**config.mk**
```make
export PLATFORM = sky130hd
export DESIGN_NAME = aps_ram
export DESIGN_NICKNAME = d
export VERILOG_FILES = /design/src/rtl/aging_priority_deadline_scheduler_unit_defines.svh /design/src/rtl/aps_ram.sv
export SDC_FILE = /design/constraint.sdc
export NUM_CORES = 1
export LEC_CHECK = 0
export ABC_AREA = 1
export BUFFER_PORTS_ARGS = -buffer_cell sky130_fd_sc_hd__clkbuf_2
export CAP_MARGIN = 20
export CORE_MARGIN = 3
export CORE_UTILIZATION = 53
export DETAILED_ROUTE_END_ITERATION = 6
export GPL_TIMING_DRIVEN = 0
export PLACE_DENSITY = 0.78
export SLEW_MARGIN = 0
export SYNTH_ARGS = -nofsm -noshare
export SYNTH_HDL_FRONTEND = slang
export SYNTH_SLANG_ARGS = --single-unit
```
**constraint.sdc**
```tcl
create_clock -name clk -period 2.1 [get_ports clk]
set_input_delay 0.315 -clock clk [delete_from_list [all_inputs] [get_ports clk]]
set_output_delay 0.315 -clock clk [all_outputs]
set_load 0.02 [all_outputs]
```
**src/rtl/aging_priority_deadline_scheduler_unit_defines.svh**
```systemverilog
// ---------------------------------------------------------------------------
// Assertion macros for the aging priority deadline scheduler
// Shared same-cycle-implication and next-cycle-implication assertion forms.
// ---------------------------------------------------------------------------
`ifndef AGING_PRIORITY_DEADLINE_SCHEDULER_UNIT_DEFINES_SVH
`define AGING_PRIORITY_DEADLINE_SCHEDULER_UNIT_DEFINES_SVH

// same-cycle implication
`define APS_ASSERT_IMP(lbl, clk, rst, ante, cons, msg) \
  lbl: assert property (@(posedge clk) disable iff (rst) (ante) |-> (cons)) \
    else $error(msg);

// next-cycle implication
`define APS_ASSERT_NXT(lbl, clk, rst, ante, cons, msg) \
  lbl: assert property (@(posedge clk) disable iff (rst) (ante) |=> (cons)) \
    else $error(msg);

`endif

```
**src/rtl/aps_ram.sv**
```systemverilog
// ---------------------------------------------------------------------------
// aps_ram
// Generic single-write, single-read RAM with registered read data.
// ---------------------------------------------------------------------------
module aps_ram #(
  parameter int WIDTH = 8,
  parameter int DEPTH = 16
) (
  input  logic                     clk,
  input  logic                     we,
  input  logic [$clog2(DEPTH)-1:0] waddr,
  input  logic [WIDTH-1:0]         wdata,
  input  logic [$clog2(DEPTH)-1:0] raddr,
  output logic [WIDTH-1:0]         rdata
);

  logic [WIDTH-1:0] mem [DEPTH];

  always_ff @(posedge clk) begin
    if (we) begin
      mem[waddr] <= wdata;
    end
    rdata <= mem[raddr];
  end

endmodule

```
# After elaboration in Yosys (flattened, before gate mapping)
# Memories as Yosys holds them, arrays and structs flattened. A register that Yosys moved wholly into a read port is not among the register bits.
# Index checks and enable logic that the tools add are counted.
[classes]
muxes = 2
[op_table]
columns = ["op", "count"]
rows = [
  ["$mux W1", 2],
]
[totals]
input_bits = 18
ram_bits = 128
register_bits = 0
wordCells = 3
n_memories = 1
out_inout_bits = 8
[memory_table]
columns = ["name", "words", "width", "rd", "rd_clocked_by_memory_dff", "write_ports", "line", "text"]
rows = [
  ["mem", 16, 8, 1, 1, 1, "aps_ram.sv:17", "logic [WIDTH-1:0] mem [DEPTH];"],
]

# Depth between registers and ports, before layout
[depth]
word_depth = 2
mapped_depth = 8
ltp_nobuf = 7

# Least setup slack after synthesis
# OpenSTA, ideal clock, no wires.
[synth_path]
kind = "in2reg"
start = "input waddr[2]"
end = "memory mem[10][0], enable pin"
path_buffers = 0
setup_slack_ns = 0.834
stages = 2
setup_ns = 0.370
arrival_time_ns = 0.896
t_required_ns = 1.730
path_cell_list = "nand3b_1 nor2_1"
[synth_rtl]
columns = ["item", "line", "text"]
rows = [
  ["start, declared", "aps_ram.sv:11", "input logic [$clog2(DEPTH)-1:0] waddr,"],
  ["end, declared", "aps_ram.sv:17", ""],
]
# Straight into the memory's write port.

# Worst setup path after layout
[layout_path]
start = "register rdata[7], read port of mem"
end = "output rdata[7]"
[layout_rtl]
columns = ["item", "line", "text"]
rows = [
  ["start, declared", "aps_ram.sv:14", "output logic [WIDTH-1:0] rdata"],
]
# No word-level cell between the ends.

==> metrics.txt <==
Synth Net Count ~570; WP data arrival 1020 ps; DP HPWL between 8000 and 9000 µm; vias in the first global route between 4000 and 5000; crit path cell chain clkbuf_2; Worst-path clk slew 60 ps; max incr delay on CP 320 ps; DR vias/cell ~5.5; Sequential Area 4000 µm²; Fill cells 785; CTS tree yes; initial antenna violation count 0; Netlist cell types 12; CTS Sinks 136; area of the multi-input gates 1210 µm²; vias post-DR 4109; Max VDD drop 0.000451 V; max_cap viols 0; drt pass-1 iters 7; CTS H-tree lvls 4; Hold Slack roughly 210 ps; remaining antenna violation count 0; Slowest cell on crit path dfxtp_1; share of post-route cells with drive strength above 1 approximately 12%; RSZ-0062 raised after global routing false; Final period util about 63%; CP Max Fanout 1; Bufs and invs on worst path 1; Leak 2.92 nW; Setup WS pre-CTS 372 ps; IO buf count 22; largest delay contributor family on the critical path flip-flops; Final Non-Filler Cells 741; Tot GR Track Use 25.3%; skew final 7.04 ps; First DRT Iteration DRCs 542; die footprint 12200 µm²; final slew viol count 0; Worst Hold Class primary input to register; Remaining DRCs 0; register area share after synthesis 69.4%; startpoint type of the worst setup path register; average routed wire per standard cell approximately 19 µm; Post-Route Setup TNS 0 ps; Setup CP Type register to primary output; fin nets 610; die span in y 110 µm; gp weighted congestion 0.954; PwrDens 1000 nW/µm²; Critical Path RT ~1800 ps; Setup crit end kind primary output; P&R area growth vs syn 16.1%; clk buf depth 2; status complete, no violations; final setup fails 0; setup bufs post-CTS 0; Core ar. 10500 µm²; synth warn 0; die width 110 µm; cts hold-fix bufs 0; fin util 64.0%; GRT overflow 0; Final Hold Fails 0; first-pass GRT wire length 22000 µm; Netlist Area Pre-Place approximately 5800 µm²; Root Buffer clkbuf_8; synthesis-stage register bit count 136; minimum clock period around 1300 ps; clk_lat worst skew 540 ps; placed insts between 700 and 800; cells after synthesis 551; Fmax around 0.75 GHz; syn_area_per_cell roughly 10 µm²; TritonCTS buffer count 17; largest net degree at the start of global routing 17; Final WS setup 767 ps; io pins 26; slew margin rel. approximately two fifths; antenna cells 0; Initial Utilization 55.1%; Worst Max-Slew Pin Slew 909 ps; DRT Wirelength 14100 µm; CTS resizes 0; standard-cell row count 37
-- area by class of cell --
| class | instances | share of cell area (%) |
|---|---|---|
| plain buffers | 24 | 2.49 |
| clock buffers | 18 | 6.24 |
| clock inverters | 14 | 3.42 |
| inverters | 102 | 5.72 |
| multi-input cells | 289 | 18.1 |
| flip-flops and latches | 136 | 59.8 |
| well taps | 136 | 2.54 |
| repair buffers | 22 | 1.64 |
-- worst paths after layout --
path | from | end | slack [ps] | cells after the start
setup / recovery | rdata[7] | rdata[7] | 770 | 1
hold / removal | raddr[3] | rdata[7] | 210 | 3
setup reg to reg | mem[11][1] | rdata[1] | 1000 | 6
hold reg to reg | mem[13][2] | rdata[2] | 700 | 6
-- kinds of logic (layout without fill, tap and decap cells) --
kind of cell | after synthesis | in the layout | synth area share [%]
flip-flops | 136 | 136 | 69.4
buffers and inverters | 126 | 180 | 9.52
AND/OR/NAND/NOR | 289 | 289 | 21.0
-- state kept, by name, summed over array words and instances (netlist names) --
register  flops
mem         128
rdata         8
-- placed cells by master, fill, tap and decap left out, drive strengths merged --
cell type,count
buf,24
bufinv,6
clkbuf,40
clkinv,6
clkinvlp,2
dfxtp,8
edfxtp,128
inv,102
nand2,173
nand3,97
nand3b,2
nor2,17
-- routing by layer --
metal	routed length (µm)	GRT usage, %
met1	5510	33.6
met4	629	13.1
met5	0	0
met3	1470	6.99
met2	6460	38.3
-- where the power goes --
part	leakage [nW]	internal, mW	switching [mW]	total, mW
Combinational	1.39	0.116	0.301	0.418
Sequential	1.22	3.04	0.0173	3.05
Clock	0.307	2.15	1.09	3.24
Total	2.92	5.31	1.41	6.72
-- cells in the mapped netlist --
| cell type | n | area [µm²] |
|---|---|---|
| buf_2 | 13 | 65.1 |
| buf_4 | 4 | 30.0 |
| nor2_1 | 17 | 63.8 |
| nand2_1 | 173 | 649 |
| inv_1 | 100 | 375 |
| inv_2 | 2 | 7.51 |
| nand3b_1 | 2 | 15.0 |
| buf_1 | 1 | 3.75 |
| edfxtp_1 | 128 | 3840 |
| nand3_1 | 97 | 485 |
| dfxtp_1 | 8 | 160 |
| buf_6 | 6 | 67.6 |
-- stage by stage --
stage | instance area (µm²) | power [mW]
6_report | 6690 | 6.72
5_1_grt | 6690 | 6.88
4_1_cts | 6690 | 6.71
3_5_place_dp | 6050 | 3.51
3_3_place_gp | 6050 | 3.49
2_1_floorplan | 5770 | 3.34
(Power assumes the default switching activity.)
