--- config.mk ---
export PLATFORM = sky130hd
export DESIGN_NAME = aps_div
export DESIGN_NICKNAME = d
export VERILOG_FILES = /design/src/rtl/aging_priority_deadline_scheduler_unit_defines.svh /design/src/rtl/aps_pkg.sv /design/src/rtl/aps_div.sv
export SDC_FILE = /design/constraint.sdc
export NUM_CORES = 1
export LEC_CHECK = 0
export ABC_AREA = 1
export BUFFER_PORTS_ARGS = -buffer_cell sky130_fd_sc_hd__buf_2
export CAP_MARGIN = 20
export CORE_UTILIZATION = 60
export CTS_CLUSTER_SIZE = 24
export DETAILED_ROUTE_END_ITERATION = 12
export PLACE_DENSITY = 0.82
export SKIP_LAST_GASP = 1
export SLEW_MARGIN = 20
export SYNTH_ARGS = -nofsm -noshare
export SYNTH_HDL_FRONTEND = slang
export SYNTH_SLANG_ARGS = --single-unit
export TNS_END_PERCENT = 20
--- constraint.sdc ---
create_clock -name clk -period 5.5 [get_ports clk]
set_input_delay 0.55 -clock clk [delete_from_list [all_inputs] [get_ports clk]]
set_output_delay 0.55 -clock clk [all_outputs]
set_load 0.05 [all_outputs]
--- src/rtl/aging_priority_deadline_scheduler_unit_defines.svh ---
// ---------------------------------------------------------------------------
// Assertion macros for the aging priority deadline scheduler
// Shared same-cycle-implication and next-cycle-implication assertion forms.
// ---------------------------------------------------------------------------
`ifndef AGING_PRIORITY_DEADLINE_SCHEDULER_UNIT_DEFINES_SVH
`define AGING_PRIORITY_DEADLINE_SCHEDULER_UNIT_DEFINES_SVH

// same-cycle implication
`define APS_ASSERT_IMP(lbl, clk, rst, ante, cons, msg) \
  lbl: assert property (@(posedge clk) disable iff (rst) (ante) |-> (cons)) \
    else $error(msg);

// next-cycle implication
`define APS_ASSERT_NXT(lbl, clk, rst, ante, cons, msg) \
  lbl: assert property (@(posedge clk) disable iff (rst) (ante) |=> (cons)) \
    else $error(msg);

`endif

--- src/rtl/aps_pkg.sv ---
// ---------------------------------------------------------------------------
// aps_pkg
// Types, codes and helpers for the aging priority deadline scheduler.
// ---------------------------------------------------------------------------
package aps_pkg;

  localparam int DL_W      = 20;  // deadline field width
  localparam int Q_W       = 32;  // Q16.16 score width
  localparam int CFG_IDX_W = 3;

  typedef enum logic [1:0] {
    OP_ENQ  = 2'd0,
    OP_PICK = 2'd1,
    OP_TICK = 2'd2
  } op_t;

  typedef enum logic [1:0] {
    ST_OK    = 2'd0,
    ST_DROP  = 2'd1,
    ST_EMPTY = 2'd2
  } status_t;

  typedef enum logic [1:0] {
    MODE_FIFO     = 2'd0,
    MODE_PRIO     = 2'd1,
    MODE_DEADLINE = 2'd2,
    MODE_HYBRID   = 2'd3
  } mode_t;

  typedef enum logic [CFG_IDX_W-1:0] {
    CFG_POLICY  = 3'd0,
    CFG_URGENCY = 3'd1,
    CFG_RESUME  = 3'd2,
    CFG_LATENCY = 3'd3,
    CFG_AGING   = 3'd4,
    CFG_TOKEN   = 3'd5
  } cfg_idx_t;

  typedef enum logic [3:0] {
    S_IDLE,
    S_SCAN_RD,
    S_SCAN_LATCH,
    S_DIV,
    S_MUL,
    S_SUM,
    S_CMP,
    S_SHIFT_RD,
    S_SHIFT_WR
  } state_t;

  typedef struct packed {
    logic [1:0]          op;
    logic [7:0]          job_tag;
    logic signed [15:0]  base_priority;
    logic signed [31:0]  eff_prio;
    logic [DL_W-1:0]     due_ms;
    logic                is_resume;
    logic                is_latency_sensitive;
    logic [15:0]         token_budget;
  } cmd_t;

  typedef struct packed {
    logic [1:0] status;
    logic [7:0] picked_tag;
    logic [4:0] occupancy;
  } result_t;

  // one stored job
  typedef struct packed {
    logic [7:0]          tag;
    logic signed [15:0]  base_priority;
    logic signed [31:0]  eff_prio;
    logic [DL_W-1:0]     due_ms;
    logic                is_resume;
    logic                is_latency_sensitive;
    logic [15:0]         token_budget;
    logic [31:0]         enq_time;
  } job_rec_t;

  typedef struct packed {
    logic            start;
    logic [31:0]     dividend;
    logic [DL_W-1:0] divisor;
  } div_req_t;

  typedef struct packed {
    logic        done;
    logic [31:0] quotient;
  } div_rsp_t;

  // clamp a wide signed value to the signed 32-bit range
  function automatic logic signed [31:0] sat32(input logic signed [65:0] v);
    logic signed [31:0] r;
    if (v > 66'sd2147483647) begin
      r = 32'sh7FFFFFFF;
    end else if (v < -66'sd2147483648) begin
      r = 32'sh80000000;
    end else begin
      r = v[31:0];
    end
    return r;
  endfunction

endpackage

--- src/rtl/aps_div.sv ---
// ---------------------------------------------------------------------------
// aps_div
// Radix-2 restoring divider: 32-bit unsigned dividend by a deadline-width
// divisor, one quotient bit per cycle.
// ---------------------------------------------------------------------------
module aps_div (
  input  logic              clk,
  input  logic              rst,
  input  aps_pkg::div_req_t req,
  output aps_pkg::div_rsp_t rsp
);
  import aps_pkg::*;

  localparam int DW  = 32;
  localparam int CNW = $clog2(DW + 1);

  logic [DL_W:0]    rem;
  logic [DW-1:0]    quo;
  logic [DL_W-1:0]  dvs;
  logic [CNW-1:0]   cnt;
  logic             done;
  logic [DL_W:0]    trial;
  logic             fits;

  // shift next dividend bit into the partial remainder
  always_comb begin
    trial = {rem[DL_W-1:0], quo[DW-1]};
    fits  = trial >= {1'b0, dvs};
  end

  always_ff @(posedge clk) begin
    if (rst) begin
      cnt  <= '0;
      done <= 1'b0;
    end else begin
      done <= 1'b0;
      if (req.start) begin
        cnt <= CNW'(DW);
      end else if (cnt != '0) begin
        cnt  <= cnt - CNW'(1);
        done <= (cnt == CNW'(1));
      end
    end
  end

  always_ff @(posedge clk) begin
    if (req.start) begin
      rem <= '0;
      quo <= req.dividend;
      dvs <= req.divisor;
    end else if (cnt != '0) begin
      rem <= fits ? (trial - {1'b0, dvs}) : trial;
      quo <= {quo[DW-2:0], fits};
    end
  end

  assign rsp.done     = done;
  assign rsp.quotient = quo;

endmodule

==> Word level (Yosys, flattened, before mapping) <==
Index checks and enable logic that the tools add are counted.
{ "classes": {"add_sub_neg": 2, "order_cmp": 1, "eq_ne": 1, "mux": 5, "bitwise_logic": 1, "reduce_logical": 4} }
{ "op_table": {"columns": ["operator", "count"], "rows": [
  ["$mux 32", 2],
  ["$ge 21x20->1", 1],
  ["$mux 20", 1],
  ["$sub 20x20->20", 1],
  ["$mux 6", 2],
  ["$eq 6x1->1 const B", 1],
  ["$reduce_bool 6->1", 1],
  ["$sub 6x1->6 const B", 1],
  ["$reduce_or 3->1", 1],
  ["$reduce_bool 2->1", 1],
  ["$reduce_or 2->1", 1],
  ["$not 1->1", 1]
]} }
{ "word_totals": {"reg_bits": 79, "output_inout_bits": 33, "word_cells": 20} }

==> Longest topological paths before layout <==
Gate-level depths: netlist of run 1.
{ "logic_depth": {"depth_word": 3, "mapped_depth": 15} }

==> Worst setup path before layout of run 1 <==
Ideal clock, no wire load.
{ "synth_path": {"path_kind": "reg-to-reg", "startpoint": "register cnt[0]", "endpoint": "register quo[0] (enable)", "setup_ns": 0.410, "t_arrival_ns": 2.103, "setup_slack_ns": 2.987, "stages_incl_launch_ff": 9, "n_path_buf": 1, "path_cell_list": "dfxtp_1 > inv_1 > ha_1 > inv_1 > nor2_1 > nand2_1 > nor2_1 > inv_1 > clkbuf_1"} }
{ "synth_via": {"elab_chain_cells": 2} }
{ "synth_lines": {"columns": ["element", "line", "text"], "rows": [
  ["start, declared", "aps_div.sv:20", "logic [CNW-1:0] cnt;"],
  ["start signal, assigned", "aps_div.sv:38", "cnt <= CNW'(DW);"],
  ["start signal, assigned", "aps_div.sv:40", "cnt <= cnt - CNW'(1);"],
  ["$reduce_bool 6->1", "aps_div.sv:51", "end else if (cnt != '0) begin"],
  ["$reduce_bool 2->1 (no source line)", null, null],
  ["end signal, assigned", "aps_div.sv:49", "quo <= req.dividend;"],
  ["end signal, assigned", "aps_div.sv:53", "quo <= {quo[DW-2:0], fits};"],
  ["end, declared", "aps_div.sv:18", "logic [DW-1:0] quo;"]
]} }
No other way between the ends.
A chain may end at the register's enable or synchronous reset.

==> Worst setup path after layout of run 1 <==
{ "layout_path": {"startpoint": "register rem[14]", "endpoint": "register rem[2]"} }
{ "layout_via": {"elab_chain_cells": 2} }
{ "layout_lines": {"columns": ["element", "line", "text"], "rows": [
  ["start, declared", "aps_div.sv:17", "logic [DL_W:0] rem;"],
  ["start signal, assigned", "aps_div.sv:52", "rem <= fits ? (trial - {1'b0, dvs}) : trial;"],
  ["$ge 21x20->1", "aps_div.sv:28", "fits = trial >= {1'b0, dvs};"],
  ["$mux 20", "aps_div.sv:52", null]
]} }
No other way between the ends.

==> reports/summary.txt, run 1 <==
Clock transition at the registers of the reported paths = 0.09 ns
Remaining routing DRC violations = 0
Boundary pin count = 88
Max-cap check violation count = 0
Critical Path End Type = flip-flop
Cells on worst reg2reg path = 12
Post-synthesis adder-cell area fraction = 6.300%
Worst reg-to-reg setup slack = 3.02 ns
Area share of the leading cell type in the synthesized netlist = 33.32%
Number of input and output port buffers inserted = 87
Worst reg2reg path endpoint = rem[2]$_SDFFE_PP0P_
Layout Area Growth over Synthesis = 14.02%
Busiest metal layer after global routing = met2
Post-synthesis net count = 690
Hold wc startpoint = req[14]
Most used cells in the layout excluding fill and tap cells = 234 x nand2_1, 92 x inv_1, 87 x buf_2
Path category of the worst min-delay check = input pin to flip-flop
Number of global-route vias before repair = 4246
Area of the mapped netlist = 0.004687 mm^2
Power after layout = 2908 uW
Detail Placement HPWL = 7.679 mm
Global router's overall resource usage = 27.90%
Setup Viol. Count Final = 0
Synth Area in Simple Gates = 32.70%
Worst-path fanout max = 22
Largest family of logic cells by synthesized area = simple AND/OR/NAND/NOR gates
Antenna violation net count after detailed routing = 0
Mapped Avg Cell Area = 7.658 um^2
Clock latency at the later pin of the worst-skew pair = 0.35 ns
Startpoint kind of the worst setup timing path = flip-flop
CTS buffer count = 9
Floorplan die width = 90.39 um
DIE AREA = 0.008169 mm^2
Leakage Power = 0.002841 uW
Count of cell types in the netlist = 32
Crit path cell chain = ha_1, nand2_1, nor2_2, nand2_1, nor2_1, nand2_1, nand2_2, nor2_4, nand2_4, nand2_1, nand3_1, o21ai_1
RSZ-0062 raised after global routing = false
Xor-xnor portion of the synthesized cell area = 1.869%
FF-to-FF Start = rem[14]$_SDFFE_PP0P_
GR met3 Demand/Resource = 6.229%
Critical path required time = 5.77 ns
Vias per std cell = 5.253
Hold Fails Final Rpt = 0
Share of layout cells above drive strength 1 = 17.60%
Grt met2 use = 47.71%
Worst hold path endpoint = dvs[14]$_DFFE_PP_
Maximum single-stage delay on the critical path = 0.52 ns
Buffer depth of the longest clock path = 2
Transition time at the pin with the least slew margin = 0.8753 ns
Placed Instances = 782
Power density over the cells = 544.2 mW/mm^2
Final critical-path share of the clock period = 45.07%
Worst supply voltage drop on vdd = 0.2705 mV
Maximum number of pins on one net before global-route repair = 41
CTS sink cnt = 79
Hold-fix buffer count after cts = 0
Post-Layout Cell Count = 798
Worst relative slew slack = 41.29%
Worst Path Arrival = 2.75 ns
Pre-CTS setup slack = 2.845 ns
Worst-case clock skew = 0.01658 ns
Number of diodes added for antenna fixing = 0
Upper clock frequency limit = 403.4 MHz
Buf+Inv Stages, Crit Path = 0
Number of violations reported at the end of detailed-routing iteration 0 = 224
Count of yosys warnings during synthesis = 0
Nets@finish = 772
Die Y = 90.39 um
Type of the setup path with the least slack = flip-flop to flip-flop
Outcome = finished, final reports clean
Core ar. = 0.007408 mm^2
Clock tree from TritonCTS = done
Post-Route Setup TNS = 0 ns
Initial antenna violation count = 0
Clock tree root driver cell = clkbuf_8
Gpl congestion = 0.8935
CP delay by family, top = simple AND/OR/NAND/NOR gates
Via count = 4192
Count of state elements after synthesis = 79
Post-CTS Setup Bufs = 0
Main area contributors after synthesis = edfxtp_1 33%, nand2_1 19%, dfxtp_1 12%
First-pass GRT wire length = 18.26 mm
Commonest non-fill, non-tap cell in the layout = nand2_1
Resized Gates After CTS = 0
1st-pass router iterations = 5
Worst-path cell with the longest stage delay = nor2_4
Detailed-route wire length = 10.72 mm
Fin worst setup slack = 3.021 ns
Number of placement rows = 31
Initial cell density of the core = 63.27%
Multiplexer share of the synthesized area = 0%
Compound-gate portion of the synthesized area = 4.031%
Final routed wire length divided by cell count = 13.43 um
Final max-slew violation count = 0
H-Tree Level Count = 3
Post-synthesis sequential area ratio = 44.85%
Residual overflow from global routing = 0
Final min period = 2.479 ns
Number of instances in the synthesized netlist = 612
Cell type contributing the most total cell area after synthesis = edfxtp_1
Global Route met1 Usage = 33.54%
Most used cell, CP = nand2_1
Worst Hold Depth = 1
## state kept, by name, summed over array words and instances (netlist names)
| signal | cells |
|---|---|
| cnt | 6 |
| quo | 32 |
| done | 1 |
| dvs | 20 |
| rem | 20 |
## logic make-up after synthesis
logic type | after synthesis
and+or+nand+nor | 352
buffers and inverters | 111
DFF | 79
AOI/OAI and AO/OA | 37
adders and majority gates | 23
xor gates and xnor gates | 10
## power breakdown
| group | leakage [uW] | switching, uW | internal, uW | total [uW] |
|---|---|---|---|---|
| combinational | 0.00198 | 1030 | 496 | 1520 |
| sequential | 0.000755 | 95.8 | 809 | 905 |
| clock | 0.000107 | 222 | 257 | 479 |
## cell usage after synthesis
library cell / instances
nand2_2: 7
o21ai_0: 6
nor2_2: 4
buf_2: 2
xor2_1: 2
nand3b_1: 11
a21oi_1: 19
clkbuf_8: 2
or2_2: 1
nand2_4: 2
ha_1: 22
buf_4: 1
nand4_1: 2
o21a_1: 1
xnor2_1: 8
fa_1: 1
nor2_1: 29
o21ai_1: 10
dfxtp_1: 27
nand3b_4: 1
edfxtp_1: 52
clkbuf_1: 8
or2_1: 1
nor2_4: 1
clkinv_1: 1
nand3_1: 50
nand2_1: 234
inv_1: 92
buf_6: 5
nand3_2: 4
a31oi_1: 1
nor3_1: 5
## metrics by stage
stage / hold slack [ns] / utilization (%) / area [um^2]
2_1_floorplan: 0.4427 / - / 4687
3_3_place_gp: 0.4556 / 69.25 / 5130
3_5_place_dp: 0.4610 / 69.25 / 5130
4_1_cts: 0.3618 / 72.13 / 5344
5_1_grt: 0.3611 / 72.13 / 5344
6_report: 0.3670 / 72.13 / 5344
## worst max path at each step
stage / from / to / slack [ns] / depth (start not counted)
5_1_grt: dvs[11]$_DFFE_PP_ / rem[2]$_SDFFE_PP0P_ / 2.81 / 13
6_report: rem[14]$_SDFFE_PP0P_ / rem[2]$_SDFFE_PP0P_ / 3.02 / 12
2_1_floorplan: cnt[0]$_SDFFE_PP0P_ / quo[0]$_DFFE_PP_ / 2.99 / 8
3_3_place_gp: req[52] / rem[17]$_SDFFE_PP0P_ / 2.88 / 8
3_5_place_dp: req[52] / rem[17]$_SDFFE_PP0P_ / 2.85 / 8
4_1_cts: cnt[0]$_SDFFE_PP0P_ / quo[31]$_DFFE_PP_ / 3.03 / 8
## final cells by class
type / count / area (um^2)
Clock buffer: 11 / 131.4
Clock inverter: 5 / 82.58
Fill cell: 615 / 2064
Multi-Input combinational cell: 422 / 2105
Tap cell: 99 / 123.9
Inverter: 93 / 349.1
Sequential cell: 79 / 2102
Timing Repair Buffer: 89 / 450.4
## layer usage
metal	routed length (um)	part of all wire (%)	up-vias
li1	-	-	2095
met1	4563	43	1878
met2	5103	48	191
met3	794	7.4	28
met4	257	2.4	0
met5	0	0	-
Note: power is estimated with default switching activity, not from simulation.
==> run 2: changes to the inputs <==
--- a/config.mk
+++ b/config.mk
@@ -8,10 +8,10 @@
 export ABC_AREA = 1
 export BUFFER_PORTS_ARGS = -buffer_cell sky130_fd_sc_hd__buf_2
 export CAP_MARGIN = 20
-export CORE_UTILIZATION = 60
+export CORE_UTILIZATION = 56
 export CTS_CLUSTER_SIZE = 24
 export DETAILED_ROUTE_END_ITERATION = 12
-export PLACE_DENSITY = 0.82
+export PLACE_DENSITY = 0.77
 export SKIP_LAST_GASP = 1
 export SLEW_MARGIN = 20
 export SYNTH_ARGS = -nofsm -noshare
==> constraint.sdc (replaced) <==
create_clock -name clk -period 2.3 [get_ports clk]
set_input_delay 0.23 -clock clk [delete_from_list [all_inputs] [get_ports clk]]
set_output_delay 0.23 -clock clk [all_outputs]
set_load 0.05 [all_outputs]
==> run 2 against run 1 <==
  * Final cell count is 2.1% higher
  * Sequential cell count stayed put
  * Sequential power rose by 140%
  * Critical endpoint is now rem[1]$_SDFFE_PP0P_
  * Largest power group unchanged
==> reports/summary.txt, run 2 (synthesis results as in run 1) <==
1st-pass router iterations = 5
Worst reg-to-reg setup slack = 0.16 ns
Share of layout cells above drive strength 1 = 19.15%
Die Y = 93.49 um
Critical Path End Type = flip-flop
Most used cells in the layout excluding fill and tap cells = 234 x nand2_1, 92 x inv_1, 87 x buf_2
Maximum number of pins on one net before global-route repair = 48
Final max-slew violation count = 0
Boundary pin count = 88
Cells on worst reg2reg path = 13
Power density over the cells = 1315 mW/mm^2
Crit path cell chain = inv_1, ha_1, nand2_1, inv_1, nand2_1, nor2_1, nand2_1, nand2_2, nor2_4, buf_6, nand3_1, nand3_1, o21ai_1
Global router's overall resource usage = 26.17%
Via count = 4056
FF-to-FF Start = dvs[17]$_DFFE_PP_
Antenna violation net count after detailed routing = 0
Setup Viol. Count Final = 0
Transition time at the pin with the least slew margin = 0.5503 ns
CTS buffer count = 9
Most used cell, CP = nand2_1
Number of diodes added for antenna fixing = 0
Final min period = 2.141 ns
Max reg flops = 32
Critical path required time = 2.54 ns
Design area = 0.005469 mm^2
Number of placement rows = 33
DIE AREA = 0.008739 mm^2
Outcome = finished, final reports clean
Floorplan die width = 93.49 um
Final critical-path share of the clock period = 93.10%
Remaining routing DRC violations = 0
Standard cell area after detailed placement = 0.005210 mm^2
Nets@finish = 783
Clock tree root driver cell = clkbuf_8
Clock transition at the registers of the reported paths = 0.09 ns
Worst relative slew slack = 63.31%
Clock latency at the later pin of the worst-skew pair = 0.36 ns
Number of global-route vias before repair = 3796
CTS sink cnt = 79
Max-cap check violation count = 0
Detail Placement HPWL = 8.156 mm
Fin worst setup slack = 0.1586 ns
Buffer depth of the longest clock path = 2
Initial cell density of the core = 57.33%
Worst-case clock skew = 0.01342 ns
Vias per std cell = 4.977
RSZ-0062 raised after global routing = true
Detailed-route wire length = 10.82 mm
Type of the setup path with the least slack = flip-flop to flip-flop
Worst supply voltage drop on vdd = 0.6850 mV
Layout Area Growth over Synthesis = 16.68%
Maximum single-stage delay on the critical path = 0.38 ns
Capturing element of the worst setup path = rem[1]$_SDFFE_PP0P_
Worst Path Arrival = 2.38 ns
Number of input and output port buffers inserted = 87
Final routed wire length divided by cell count = 13.27 um
Worst-path cell with the longest stage delay = ha_1
Core ar. = 0.008175 mm^2
Pre-CTS setup slack = 0.1289 ns
Register name with the most flops = quo
Upper clock frequency limit = 467.0 MHz
First-pass GRT wire length = 17.59 mm
Hold Fails Final Rpt = 0
Residual overflow from global routing = 0
Leakage Power = 0.002897 uW
Worst reg2reg path endpoint = rem[1]$_SDFFE_PP0P_
Initial antenna violation count = 0
Number of violations reported at the end of detailed-routing iteration 0 = 216
Worst-path fanout max = 12
Clock tree from TritonCTS = done
Startpoint kind of the worst setup timing path = flip-flop
Commonest non-fill, non-tap cell in the layout = nand2_1
Gpl congestion = 0.8805
Critical path startpoint = dvs[17]$_DFFE_PP_
H-Tree Level Count = 3
Path category of the worst min-delay check = input pin to flip-flop
Largest registers ranked by flip-flop count = quo (32), dvs (20), rem (20)
-- run 2: per-layer routing --
layer  global-route usage, %  part of all wire (%)  up-vias  wire, um
li1                        -                     -     2116         -
met1                   35.02                    47     1795      5096
met2                   41.91                    45      132      4885
met3                   4.959                   6.4       13       693
met4                   10.13                   1.3        0       142
met5                       0                     0        -         0
-- run 2: stage by stage --
| stage | total power (uW) | instances | hold WS [ns] | util, % | TNS (ns) |
|---|---|---|---|---|---|
| 4_1_cts | 7088 | 812 | 0.01946 | 66.42 | 0 |
| 5_1_grt | 7734 | 815 | 0.01795 | 66.90 | -0.09032 |
| 3_3_place_gp | 5871 | 796 | 0.3995 | 63.73 | 0 |
| 2_1_floorplan | 5150 | 612 | 0.2991 | - | 0 |
| 6_report | 7194 | 815 | 0.03961 | 66.90 | 0 |
| 3_5_place_dp | 5890 | 796 | 0.4086 | 63.73 | 0 |
-- run 2: how the worst min path moves through the flow --
stage                     startpoint                  end  depth (start not counted)
after CTS                        rst  cnt[5]$_SDFFE_PP0P_                          2
after global routing             rst  cnt[5]$_SDFFE_PP0P_                          2
after detailed placement      req[3]     dvs[3]$_DFFE_PP_                          1
after global placement           rst  cnt[5]$_SDFFE_PP0P_                          2
final                            rst  cnt[5]$_SDFFE_PP0P_                          2
after floorplan                  rst  cnt[5]$_SDFFE_PP0P_                          1
-- run 2: critical path: cells and delay by family, from the launching register on --
| family | cells | cell delay [ns] |
|---|---|---|
| adders and majority gates | 1 | 0.38 |
| and+or+nand+nor | 8 | 0.91 |
| buffers and inverters | 3 | 0.34 |
| DFF | 1 | 0.33 |
| AOI/OAI and AO/OA | 1 | 0.06 |
-- run 2: cell type report --
cell class              instances  area, um^2
well taps                     105       131.4
inverters                      93       349.1
fillers                       754        2706
flip-flops and latches         79        2102
repair buffers                100       549.3
clock inverters                 6       92.59
multi-input cells             422        2117
clock buffers                  10       127.6
-- run 2: report_power, final --
part | total (uW) | switching, uW | internal, uW
sequential | 2180 | 245 | 1930
clock | 1170 | 547 | 620
combinational | 3850 | 2520 | 1330
-- run 2: what timing repair did --
item / 4_1_cts / 5_1_grt
buffers inserted: 0 / 3
resized for setup: 0 / 3
hold endpoints to repair: 0 / 0
endpoints found under the setup margin: 0 / 18
hold buffers: 0 / 0
